==> src/lbc_pkg.sv <==
// shared types and constants of the led group blink controller
package lbc_pkg;

    localparam int DEF_MAX_LEDS   = 32;
    localparam int DEF_MAX_GROUPS = 4;
    localparam int NUM_MULT_REGS  = 4;

    localparam int LED_FIELD_W  = 32;
    localparam int OPCODE_W     = 4;
    localparam int GIDX_W       = 2;
    localparam int LCOUNT_W     = 6;
    localparam int GCOUNT_W     = 3;
    localparam int MULT_W       = 8;
    localparam int CFG_ADDR_W   = 3;
    localparam int CFG_DATA_W   = 8;
    localparam int S_TDATA_W    = 40;
    localparam int M_TDATA_W    = 32;

    // bit positions inside the slave tdata word
    localparam int TD_MASK_LSB  = 0;
    localparam int TD_LEVEL_BIT = 32;
    localparam int TD_GIDX_LSB  = 33;

    typedef enum logic [OPCODE_W-1:0] {
        OP_ON         = 4'd0,
        OP_OFF        = 4'd1,
        OP_SET_LEVEL  = 4'd2,
        OP_TOGGLE     = 4'd3,
        OP_ALL_ON     = 4'd4,
        OP_ALL_OFF    = 4'd5,
        OP_LOAD       = 4'd6,
        OP_ALL_TOGGLE = 4'd7,
        OP_ATTACH     = 4'd8,
        OP_DETACH     = 4'd9,
        OP_TICK       = 4'd10
    } t_opcode;

    typedef enum logic [CFG_ADDR_W-1:0] {
        REG_LED_COUNT   = 3'd0,
        REG_GROUP_COUNT = 3'd1,
        REG_GROUP0_MULT = 3'd2,
        REG_GROUP1_MULT = 3'd3,
        REG_GROUP2_MULT = 3'd4,
        REG_GROUP3_MULT = 3'd5
    } t_cfg_reg;

    typedef struct packed {
        logic [LCOUNT_W-1:0]                  led_count;
        logic [GCOUNT_W-1:0]                  group_count;
        logic [NUM_MULT_REGS-1:0][MULT_W-1:0] multiple;
    } t_cfg;

endpackage

==> src/lbc_engine.sv <==
// led vector and blink group state with the combinational command logic
module lbc_engine
    import lbc_pkg::*;
#(
    parameter int MAX_LEDS   = DEF_MAX_LEDS,
    parameter int MAX_GROUPS = DEF_MAX_GROUPS
) (
    input  logic                   i_clk,
    input  logic                   i_rst_n,
    input  t_cfg                   i_cfg,
    input  logic                   i_step,
    input  logic [OPCODE_W-1:0]    i_opcode,
    input  logic [LED_FIELD_W-1:0] i_led_mask,
    input  logic                   i_level,
    input  logic [GIDX_W-1:0]      i_group_index,
    output logic                   o_has_result,
    output logic [LED_FIELD_W-1:0] o_led_state
);

    localparam int NG_W = $clog2(MAX_GROUPS + 1) + 1;

    logic [MAX_LEDS-1:0] r_led;
    logic [MAX_LEDS-1:0] n_led;
    logic [MAX_LEDS-1:0] r_grp_mask [MAX_GROUPS];
    logic [MAX_LEDS-1:0] n_grp_mask [MAX_GROUPS];
    logic                r_grp_phase [MAX_GROUPS];
    logic                n_grp_phase [MAX_GROUPS];
    logic [MULT_W-1:0]   r_grp_cd [MAX_GROUPS];
    logic [MULT_W-1:0]   n_grp_cd [MAX_GROUPS];

    logic [NG_W-1:0]     active_ng;
    logic [MAX_LEDS-1:0] mask;
    logic [MAX_LEDS-1:0] bound;
    logic                gi_ok;
    t_opcode             op;

    // saturate group count, build the led-count bound
    always_comb begin
        if (NG_W'(i_cfg.group_count) > NG_W'(MAX_GROUPS)) begin
            active_ng = NG_W'(MAX_GROUPS);
        end else begin
            active_ng = NG_W'(i_cfg.group_count);
        end
        for (int i = 0; i < MAX_LEDS; i++) begin
            bound[i] = (i < int'(i_cfg.led_count));
        end
    end

    assign mask  = i_led_mask[MAX_LEDS-1:0];
    assign gi_ok = NG_W'(i_group_index) < active_ng;
    assign op    = t_opcode'(i_opcode);

    always_comb begin
        logic [MULT_W-1:0] mult;
        logic              ph;
        logic [MAX_LEDS-1:0] sel;
        n_led        = r_led;
        o_has_result = 1'b1;
        mult         = '0;
        ph           = 1'b0;
        sel          = '0;
        for (int g = 0; g < MAX_GROUPS; g++) begin
            n_grp_mask[g]  = r_grp_mask[g];
            n_grp_phase[g] = r_grp_phase[g];
            n_grp_cd[g]    = r_grp_cd[g];
        end
        unique case (op)
            OP_ON:         n_led = r_led | mask;
            OP_OFF:        n_led = r_led & ~mask;
            OP_SET_LEVEL:  n_led = i_level ? (r_led | mask) : (r_led & ~mask);
            OP_TOGGLE:     n_led = r_led ^ mask;
            OP_ALL_ON:     n_led = bound;
            OP_ALL_OFF:    n_led = '0;
            OP_LOAD:       n_led = mask;
            OP_ALL_TOGGLE: n_led = r_led ^ bound;
            OP_ATTACH: begin
                o_has_result = 1'b0;
                if (gi_ok) begin
                    for (int g = 0; g < MAX_GROUPS; g++) begin
                        if (g < int'(active_ng)) begin
                            if (g == int'(i_group_index)) begin
                                n_grp_mask[g] = r_grp_mask[g] | mask;
                            end else begin
                                n_grp_mask[g] = r_grp_mask[g] & ~mask;
                            end
                        end
                    end
                end
            end
            OP_DETACH: begin
                o_has_result = gi_ok;
                if (gi_ok) begin
                    for (int g = 0; g < MAX_GROUPS; g++) begin
                        if (g == int'(i_group_index)) begin
                            n_grp_mask[g] = r_grp_mask[g] & ~mask;
                        end
                    end
                    n_led = i_level ? (r_led | mask) : (r_led & ~mask);
                end
            end
            OP_TICK: begin
                // ascending order: a later group wins on shared leds
                for (int g = 0; g < MAX_GROUPS; g++) begin
                    if (g < int'(active_ng)) begin
                        if (r_grp_cd[g] == '0) begin
                            if (g < NUM_MULT_REGS) begin
                                mult = i_cfg.multiple[g % NUM_MULT_REGS];
                            end else begin
                                mult = MULT_W'(1);
                            end
                            ph             = ~r_grp_phase[g];
                            sel            = r_grp_mask[g] & bound;
                            n_grp_cd[g]    = mult - MULT_W'(1);
                            n_grp_phase[g] = ph;
                            n_led          = ph ? (n_led | sel) : (n_led & ~sel);
                        end else begin
                            n_grp_cd[g] = r_grp_cd[g] - MULT_W'(1);
                        end
                    end
                end
            end
            default:       o_has_result = 1'b0;
        endcase
    end

    assign o_led_state = LED_FIELD_W'(n_led);

    always_ff @(posedge i_clk) begin
        if (!i_rst_n) begin
            r_led <= '0;
            for (int g = 0; g < MAX_GROUPS; g++) begin
                r_grp_mask[g]  <= '0;
                r_grp_phase[g] <= 1'b0;
                r_grp_cd[g]    <= '0;
            end
        end else if (i_step) begin
            r_led <= n_led;
            for (int g = 0; g < MAX_GROUPS; g++) begin
                r_grp_mask[g]  <= n_grp_mask[g];
                r_grp_phase[g] <= n_grp_phase[g];
                r_grp_cd[g]    <= n_grp_cd[g];
            end
        end
    end

endmodule

==> src/led_group_blink_controller.sv <==
// top level of the led group blink controller: config, input and result registers
//
// usage
//   slave stream carries one command per transfer: tuser holds the opcode,
//   tdata holds led_mask, level and group_index
//   master stream carries the led vector after each command that reports one;
//   attach, attach/detach to an inactive group and unused opcodes report nothing
//   config port writes led_count, group_count and the four group multiples
//   by index; the user must write only while no command is in flight, unchecked by the block
// flow and throughput
//   a command is captured in the input register at its transfer, executes
//   from there once the output register is free, and its result is written
//   into the output register; one command per cycle sustained while the
//   result stream is not stalled, set by the state update in the engine
// reset
//   synchronous active-low; led vector, group masks, phases and countdowns
//   clear, led_count 8, group_count 1, every multiple 1
// stalls
//   a held result keeps the output register; the input register still takes
//   one more command, then s_axis_tready drops until the result is taken
module led_group_blink_controller
    import lbc_pkg::*;
#(
    parameter int MAX_LEDS   = DEF_MAX_LEDS,
    parameter int MAX_GROUPS = DEF_MAX_GROUPS
) (
    input  logic                  i_clk,
    input  logic                  i_rst_n,
    // config write port
    input  logic                  i_cfg_we,
    input  logic [CFG_ADDR_W-1:0] i_cfg_addr,
    input  logic [CFG_DATA_W-1:0] i_cfg_wdata,
    // command stream
    input  logic                  s_axis_tvalid,
    output logic                  s_axis_tready,
    input  logic [S_TDATA_W-1:0]  s_axis_tdata,  // led_mask[31:0], level[32], group_index[34:33]
    input  logic [OPCODE_W-1:0]   s_axis_tuser,  // opcode[3:0]
    // result stream
    output logic                  m_axis_tvalid,
    input  logic                  m_axis_tready,
    output logic [M_TDATA_W-1:0]  m_axis_tdata   // led_state[31:0]
);

    t_cfg r_cfg;

    logic                   r_in_valid;
    logic [OPCODE_W-1:0]    r_in_opcode;
    logic [LED_FIELD_W-1:0] r_in_mask;
    logic                   r_in_level;
    logic [GIDX_W-1:0]      r_in_gidx;

    logic                   r_out_valid;
    logic [M_TDATA_W-1:0]   r_out_data;

    logic                   step;
    logic                   has_result;
    logic [LED_FIELD_W-1:0] led_state;

    // config registers
    always_ff @(posedge i_clk) begin
        if (!i_rst_n) begin
            r_cfg.led_count   <= LCOUNT_W'(8);
            r_cfg.group_count <= GCOUNT_W'(1);
            for (int m = 0; m < NUM_MULT_REGS; m++) begin
                r_cfg.multiple[m] <= MULT_W'(1);
            end
        end else if (i_cfg_we) begin
            unique case (i_cfg_addr)
                REG_LED_COUNT:   r_cfg.led_count   <= i_cfg_wdata[LCOUNT_W-1:0];
                REG_GROUP_COUNT: r_cfg.group_count <= i_cfg_wdata[GCOUNT_W-1:0];
                REG_GROUP0_MULT: r_cfg.multiple[0] <= i_cfg_wdata[MULT_W-1:0];
                REG_GROUP1_MULT: r_cfg.multiple[1] <= i_cfg_wdata[MULT_W-1:0];
                REG_GROUP2_MULT: r_cfg.multiple[2] <= i_cfg_wdata[MULT_W-1:0];
                REG_GROUP3_MULT: r_cfg.multiple[3] <= i_cfg_wdata[MULT_W-1:0];
                default: ;  // indexes past the list are dropped
            endcase
        end
    end

    // execute the held command when the output register can take its result
    assign step          = r_in_valid && (!r_out_valid || m_axis_tready);
    assign s_axis_tready = !r_in_valid || step;

    // input register
    always_ff @(posedge i_clk) begin
        if (!i_rst_n) begin
            r_in_valid <= 1'b0;
        end else if (s_axis_tready) begin
            r_in_valid <= s_axis_tvalid;
        end
    end

    always_ff @(posedge i_clk) begin
        if (s_axis_tvalid && s_axis_tready) begin
            r_in_opcode <= s_axis_tuser;
            r_in_mask   <= s_axis_tdata[TD_MASK_LSB +: LED_FIELD_W];
            r_in_level  <= s_axis_tdata[TD_LEVEL_BIT];
            r_in_gidx   <= s_axis_tdata[TD_GIDX_LSB +: GIDX_W];
        end
    end

    lbc_engine #(
        .MAX_LEDS   (MAX_LEDS),
        .MAX_GROUPS (MAX_GROUPS)
    ) u_engine (
        .i_clk         (i_clk),
        .i_rst_n       (i_rst_n),
        .i_cfg         (r_cfg),
        .i_step        (step),
        .i_opcode      (r_in_opcode),
        .i_led_mask    (r_in_mask),
        .i_level       (r_in_level),
        .i_group_index (r_in_gidx),
        .o_has_result  (has_result),
        .o_led_state   (led_state)
    );

    // result register
    always_ff @(posedge i_clk) begin
        if (!i_rst_n) begin
            r_out_valid <= 1'b0;
        end else if (step && has_result) begin
            r_out_valid <= 1'b1;
        end else if (m_axis_tready) begin
            r_out_valid <= 1'b0;
        end
    end

    always_ff @(posedge i_clk) begin
        if (step && has_result) begin
            r_out_data <= M_TDATA_W'(led_state);
        end
    end

    assign m_axis_tvalid = r_out_valid;
    assign m_axis_tdata  = r_out_data;

endmodule
==> config.mk <==
export PLATFORM = sky130hd
export DESIGN_NAME = led_group_blink_controller
export DESIGN_NICKNAME = d
export VERILOG_FILES = /design/src/lbc_pkg.sv /design/src/lbc_engine.sv /design/src/led_group_blink_controller.sv
export SDC_FILE = /design/constraint.sdc
export NUM_CORES = 1
export LEC_CHECK = 0
export BUFFER_PORTS_ARGS = -buffer_cell sky130_fd_sc_hd__buf_2
export CORE_UTILIZATION = 45
export CTS_CLUSTER_SIZE = 16
export DETAILED_ROUTE_END_ITERATION = 10
export GPL_ROUTABILITY_DRIVEN = 0
export PLACE_DENSITY = 0.7
export SETUP_SLACK_MARGIN = 0.2
export SLEW_MARGIN = 20
export SYNTH_ARGS = -nofsm -noshare
export SYNTH_HDL_FRONTEND = slang
export SYNTH_SLANG_ARGS = --single-unit
export TNS_END_PERCENT = 20
==> constraint.sdc <==
create_clock -name i_clk -period 12.41 [get_ports i_clk]
set_input_delay 1.241 -clock i_clk [delete_from_list [all_inputs] [get_ports i_clk]]
set_output_delay 1.241 -clock i_clk [all_outputs]
set_load 0.01 [all_outputs]
# --- Word-level counts from Yosys, hierarchy flattened ---
# Memories as Yosys holds them, arrays and structs flattened.
# Index checks and enable logic that the tools add are counted.
totals:
  ff_bits: 146
  mem_bits_rw: 164
  output_inout_bits: 34
  wordCells: 231
  n_memories: 3
mem_list:
  columns: ["memory", "words", "word_bits", "rd", "rd_ports_with_merged_regs", "wr", "line", "rtl"]
  rows:
  - ["u_engine.r_grp_mask", 4, 32, 4, 0, 4, "lbc_engine.sv:24", "logic [MAX_LEDS-1:0] r_grp_mask [MAX_GROUPS];"]
  - ["u_engine.r_grp_cd", 4, 8, 4, 0, 4, "lbc_engine.sv:28", "logic [MULT_W-1:0] r_grp_cd [MAX_GROUPS];"]
  - ["u_engine.r_grp_phase", 4, 1, 4, 0, 4, "lbc_engine.sv:26", "logic r_grp_phase [MAX_GROUPS];"]
op_classes:
  order_cmp: 38
  n_reduce_logical: 22
  n_addsub: 8
  mux: 83
  eq_ne: 18
  n_bitwise: 45
ops:
  columns: ["operator", "n"]
  rows:
  - ["$mux 32", 34]
  - ["$and 32x32->32", 13]
  - ["$pmux 32 s10", 1]
  - ["$or 32x32->32", 9]
  - ["$mux 128", 2]
  - ["$pmux 128 s2", 1]
  - ["$mux 8", 24]
  - ["$not 32->32", 5]
  - ["$lt 5x6->1 const A", 16]
  - ["$sub 8x1->8 const B", 8]
  - ["$xor 32x32->32", 2]
  - ["$lt 4x6->1 const A", 8]
  - ["$logic_not 8->1", 4]
  - ["$lt 3x6->1 const A", 4]
  - ["$mux 1", 18]
  - ["$eq 4x3->1 const B", 4]
  - ["$eq 4x4->1 const B", 3]
  - ["$lt 1x6->1 const A", 2]
  - ["$lt 2x6->1 const A", 2]
  - ["$or 1x1->1", 12]
  - ["$reduce_and 2->1", 6]
  - ["$reduce_or 9->1", 1]
  - ["$eq 4x2->1 const B", 2]
  - ["$eq 3x2->1 const B", 2]
  - ["other kinds (20)", 31]

# --- Logic depth before layout (Yosys ltp) ---
logic_depth:
  depth_word: 23
  ltp_mapped: 12
  ltp_nobuf: 10

# --- Cells and area by module ---
# Synthesis repeated with hierarchy kept, for this count alone.
unflattened:
  hier_cells: 1993
  area_unflattened_um2: 18697.9
modules_own_cells:
  columns: ["module", "instances", "cells_per_inst", "seq_area_each_um2", "area_per_inst_um2"]
  rows:
  - ["lbc_engine", 1, 1762, 5565.3, 14899.3]
  - ["led_group_blink_controller", 1, 231, 2992.9, 3798.6]

# --- Worst setup path before layout ---
# OpenSTA, ideal clock, no wires.
synth_path:
  path_type: "input port to flip-flop"
  from: "input port m_axis_tready"
  to: "memory u_engine.r_grp_mask[0][0] in the netlist's numbering (enable)"
  stages: 6
  path_buffers: 1
  t_arrival_ns: 4.522
  setup_ns: 0.480
  t_required_ns: 11.930
  path_slack_ns: 7.407
  cell_sequence: "nand2b_1 > nand2_1 > clkbuf_1 > nor3_1 > a21boi_0 > a311oi_1"
synth_lines:
  columns: ["item", "line", "rtl"]
  rows:
  - ["start: declaration", "led_group_blink_controller.sv:40", "input logic m_axis_tready,"]
  - ["end: declaration", "lbc_engine.sv:24", null]

==> results_dict.tcl <==
set metrics [dict create \
    outcome "completed" \
    die_y_um 207.3 \
    grt_util_met3_pct 8.835 \
    crit_arrival_ns 5.50 \
    insertion_delay_ns 0.58 \
    vias_per_cell 6.789 \
    seq_power_share_pct 45.8 \
    floorplan.io_pins 94 \
    power.density_mw_per_mm2 128.8 \
    grt_pass1_wl_um 100500 \
    leakagePower_uw 0.007587 \
    num_vias 17603 \
    grtUsageMet2_pct 44.57 \
    finalNetCount 2096 \
    synthCells 2038 \
    synth_async_sr_flop_share_pct 0 \
    period_share_pct 42.63 \
    drt-pass1-iter-count 6 \
    final_common_cell "nor2_1" \
    synth_sequential_area_ratio_pct 45.10 \
    detailedPlacementHpwl_um 41820 \
    dr.first_iter.drc_count 2839 \
    postRouteWirelength_um 66420 \
    final.hold.worst_slack_ns 0.4731 \
    p_int_uw 1976 \
    total_of_flip_flops_plus_latches_after_synthesis 310 \
    timing.reg2reg.worst_path_depth 10 \
    commonest_cells_after_routing_fill_and_taps_aside "nor2_1, edfxtp_1, nand2_1, mux2i_1, a21oi_1" \
    cts-hold-fix-buffers 0 \
    crit_type "input pin to register" \
    slew_headroom_pct 12.34 \
    tightest_slew_ns 1.310 \
    maximum_capacitance_violations 0 \
    grt_start_max_net_pins 89 \
    timing.critical_path.required_ns 12.62 \
    startpoint_type "input pin" \
    post-cts-setup-buffers 0 \
    worstHoldEndpoint "r_cfg[23]" \
    clkTransAtPathRegs_ns 0.06 \
    synth.avg_cell_area_um2 9.310 \
    synthDistinctLibCells 84 \
    numClockSinks 310 \
    setup_viol_count_final 0 \
    yosysWarnings 0 \
    globalRouteTotalUtil_pct 30.38 \
    cts_tree "built" \
    r2r_slack_ns 7.59 \
    initial_core_util_pct 46.05 \
    syn_area_mm2 0.01897 \
    numPortBuffers 88 \
    final_hold_viol_count 0 \
    launch_point_of_the_worst_hold_path "r_cfg[23]" \
    average_wire_length_per_cell_after_detail_routing_um 25.62 \
    drive_above_1_share_pct 12.67 \
    timing.rr.start "m_axis_tvalid" \
    global_route.usage.met1_pct 40.12 \
    die_area_mm2 0.04299 \
    cts_htree_levels 2 \
    worst-path-max-fanout 88 \
    placeableCoreArea_mm2 0.04120 \
    drcViolationCount 0 \
    gr-total-overflow 0 \
    postCtsResizedCells 0 \
    grt_pass1_vias 16414 \
    hold-path-cell-count 2 \
    synth.net_count 2103 \
    endpoint_kind "register" \
    capturing_point_of_the_worst_reg2reg_path "u_engine.r_grp_mask[2][25]" \
    ys_dominant_reg_cell "edfxtp_1" \
    share_clk_of_total_power_pct 41.8 \
    max-clock-path-buffers 3 \
    clock_tree.root_cell "clkbuf_16" \
    maxClockFrequency_mhz 189.0 \
    cts-buffers-inserted 37 \
    synth_edf_count 235 \
    route.antenna.remaining_nets 0 \
    hold_class "register to register" \
    irDropWorstVdd_mv 0.07842 \
    die_x_um 207.3 \
    grt_antenna_before_repair 1 \
    switching_share_pct 27.36 \
    finalWorstPathRequiredPeriod_ns 5.291 \
    power.net_switching_uw 744.2 \
    final.setup_skew_ns 0.01724 \
    rows 74 \
    layout-area-overhead-vs-synth_pct 11.30 \
    rsz0062_at_grt "no" \
    gr-max-usage-layer "met2" \
    timing.setup.tns_ns 0 \
    report.final.slew_viol_count 0 \
    power.share.combinational_pct 12.4 \
]
synth_stat cells (all sizes together), types with 19 or more instances:
master,instances,area share [%]
a21boi,35,1.4
clkbuf,134,2.7
nor2,260,5.1
nand2,172,3.4
o21a,19,0.75
dfxtp,75,7.9
xnor2,23,1.1
o211ai,31,1.2
nor2b,20,0.66
a211oi,24,0.95
a22oi,39,1.5
nor3,25,0.82
buf,53,1.3
mux2i,155,8.2
a21oi,132,3.5
edfxtp,235,37
o21ai,114,3.0
nand4,28,0.92
a31oi,45,1.5
and2,21,0.69
nand3,59,1.6
inv,22,0.44
per-layer routing:
layer  vias up  part of all wire [%]
li1       7685                     -
met2      1285                    42
met5         -                 0.018
met3       301                    13
met1      8330                    39
met4         2                   6.0
layout make-up:
| cell class | instances | area, um2 |
|---|---|---|
| Antenna cell | 1 | 2.502 |
| Clock buffer | 51 | 1021 |
| Clock inverter | 17 | 216.5 |
| Fill cell | 3776 | 20080 |
| Inverter | 23 | 86.33 |
| Multi-Input combinational cell | 1518 | 9731 |
| Sequential cell | 310 | 8558 |
| Tap cell | 532 | 665.6 |
| Timing Repair Buffer | 141 | 838.3 |
state kept, by name, summed over array words and instances, names as in the netlist:
register	cells
u_engine.r_grp_mask	128
m_axis_tvalid	1
r_cfg	41
r_in_valid	1
u_engine.r_grp_phase	4
r_in_gidx	2
u_engine.r_led	32
r_in_level	1
r_in_mask	32
r_in_opcode	4
m_axis_tdata	32
u_engine.r_grp_cd	32
power groups by stage:
stage / Clock, uW / Combinational, uW / Sequential, uW
global route: 1190 / 358 / 1250
global placement: 0 / 316 / 1260
finish: 1140 / 337 / 1250
CTS: 1150 / 326 / 1240
detailed placement: 0 / 324 / 1260
floorplan: 0 / 231 / 1230
metrics by stage:
step	util (%)	std cells	instance area [um2]	setup slack [ns]	power [uW]
6_report	51.26	2593	21120	7.119	2720
2_1_floorplan	-	2038	18970	7.407	1458
4_1_cts	51.22	2592	21100	7.190	2714
3_5_place_dp	48.21	2524	19870	6.610	1586
5_1_grt	51.25	2592	21120	6.936	2795
3_3_place_gp	48.20	2524	19860	6.691	1575
worst max-delay path, stage by stage:
cell and delay, ns:
buf_2 0.10, nand2b_1 0.16, and2_1 0.16, buf_4 0.25, nand2_4 0.67, buf_4 0.90, nor2_1 0.22, nand3_1 0.20
a21oi_1 0.07, nor3_2 0.84, buf_4 0.57
worst max path at each step:
| stage | start | end | slack, ns | cells after the start |
|---|---|---|---|---|
| after detailed placement | m_axis_tready | u_engine.r_grp_mask[2][25] | 6.61 | 11 |
| final | m_axis_tready | u_engine.r_grp_mask[2][25] | 7.12 | 11 |
| after global routing | m_axis_tready | u_engine.r_grp_mask[2][9] | 6.94 | 11 |
| after floorplan | m_axis_tready | u_engine.r_grp_mask[0][0] | 7.41 | 6 |
| after CTS | m_axis_tready | u_engine.r_grp_mask[2][11] | 7.19 | 11 |
| after global placement | m_axis_tready | u_engine.r_grp_mask[2][25] | 6.69 | 11 |
cells by family (layout without fill, tap and decap cells):
family | count (synthesis) | after routing | share of synthesized area (%)
other | 0 | 1 | 0
adder cells (fa/ha/maj) | 5 | 5 | 0.3297
AND/OR/NAND/NOR | 701 | 701 | 17.93
XOR/XNOR | 39 | 39 | 1.800
flip-flops | 310 | 310 | 45.10
AO/OA/AOI/OAI | 614 | 614 | 22.03
buffers and inverters | 210 | 232 | 4.392
multiplexers | 159 | 159 | 8.414
Power figures use the tool's default switching activity.
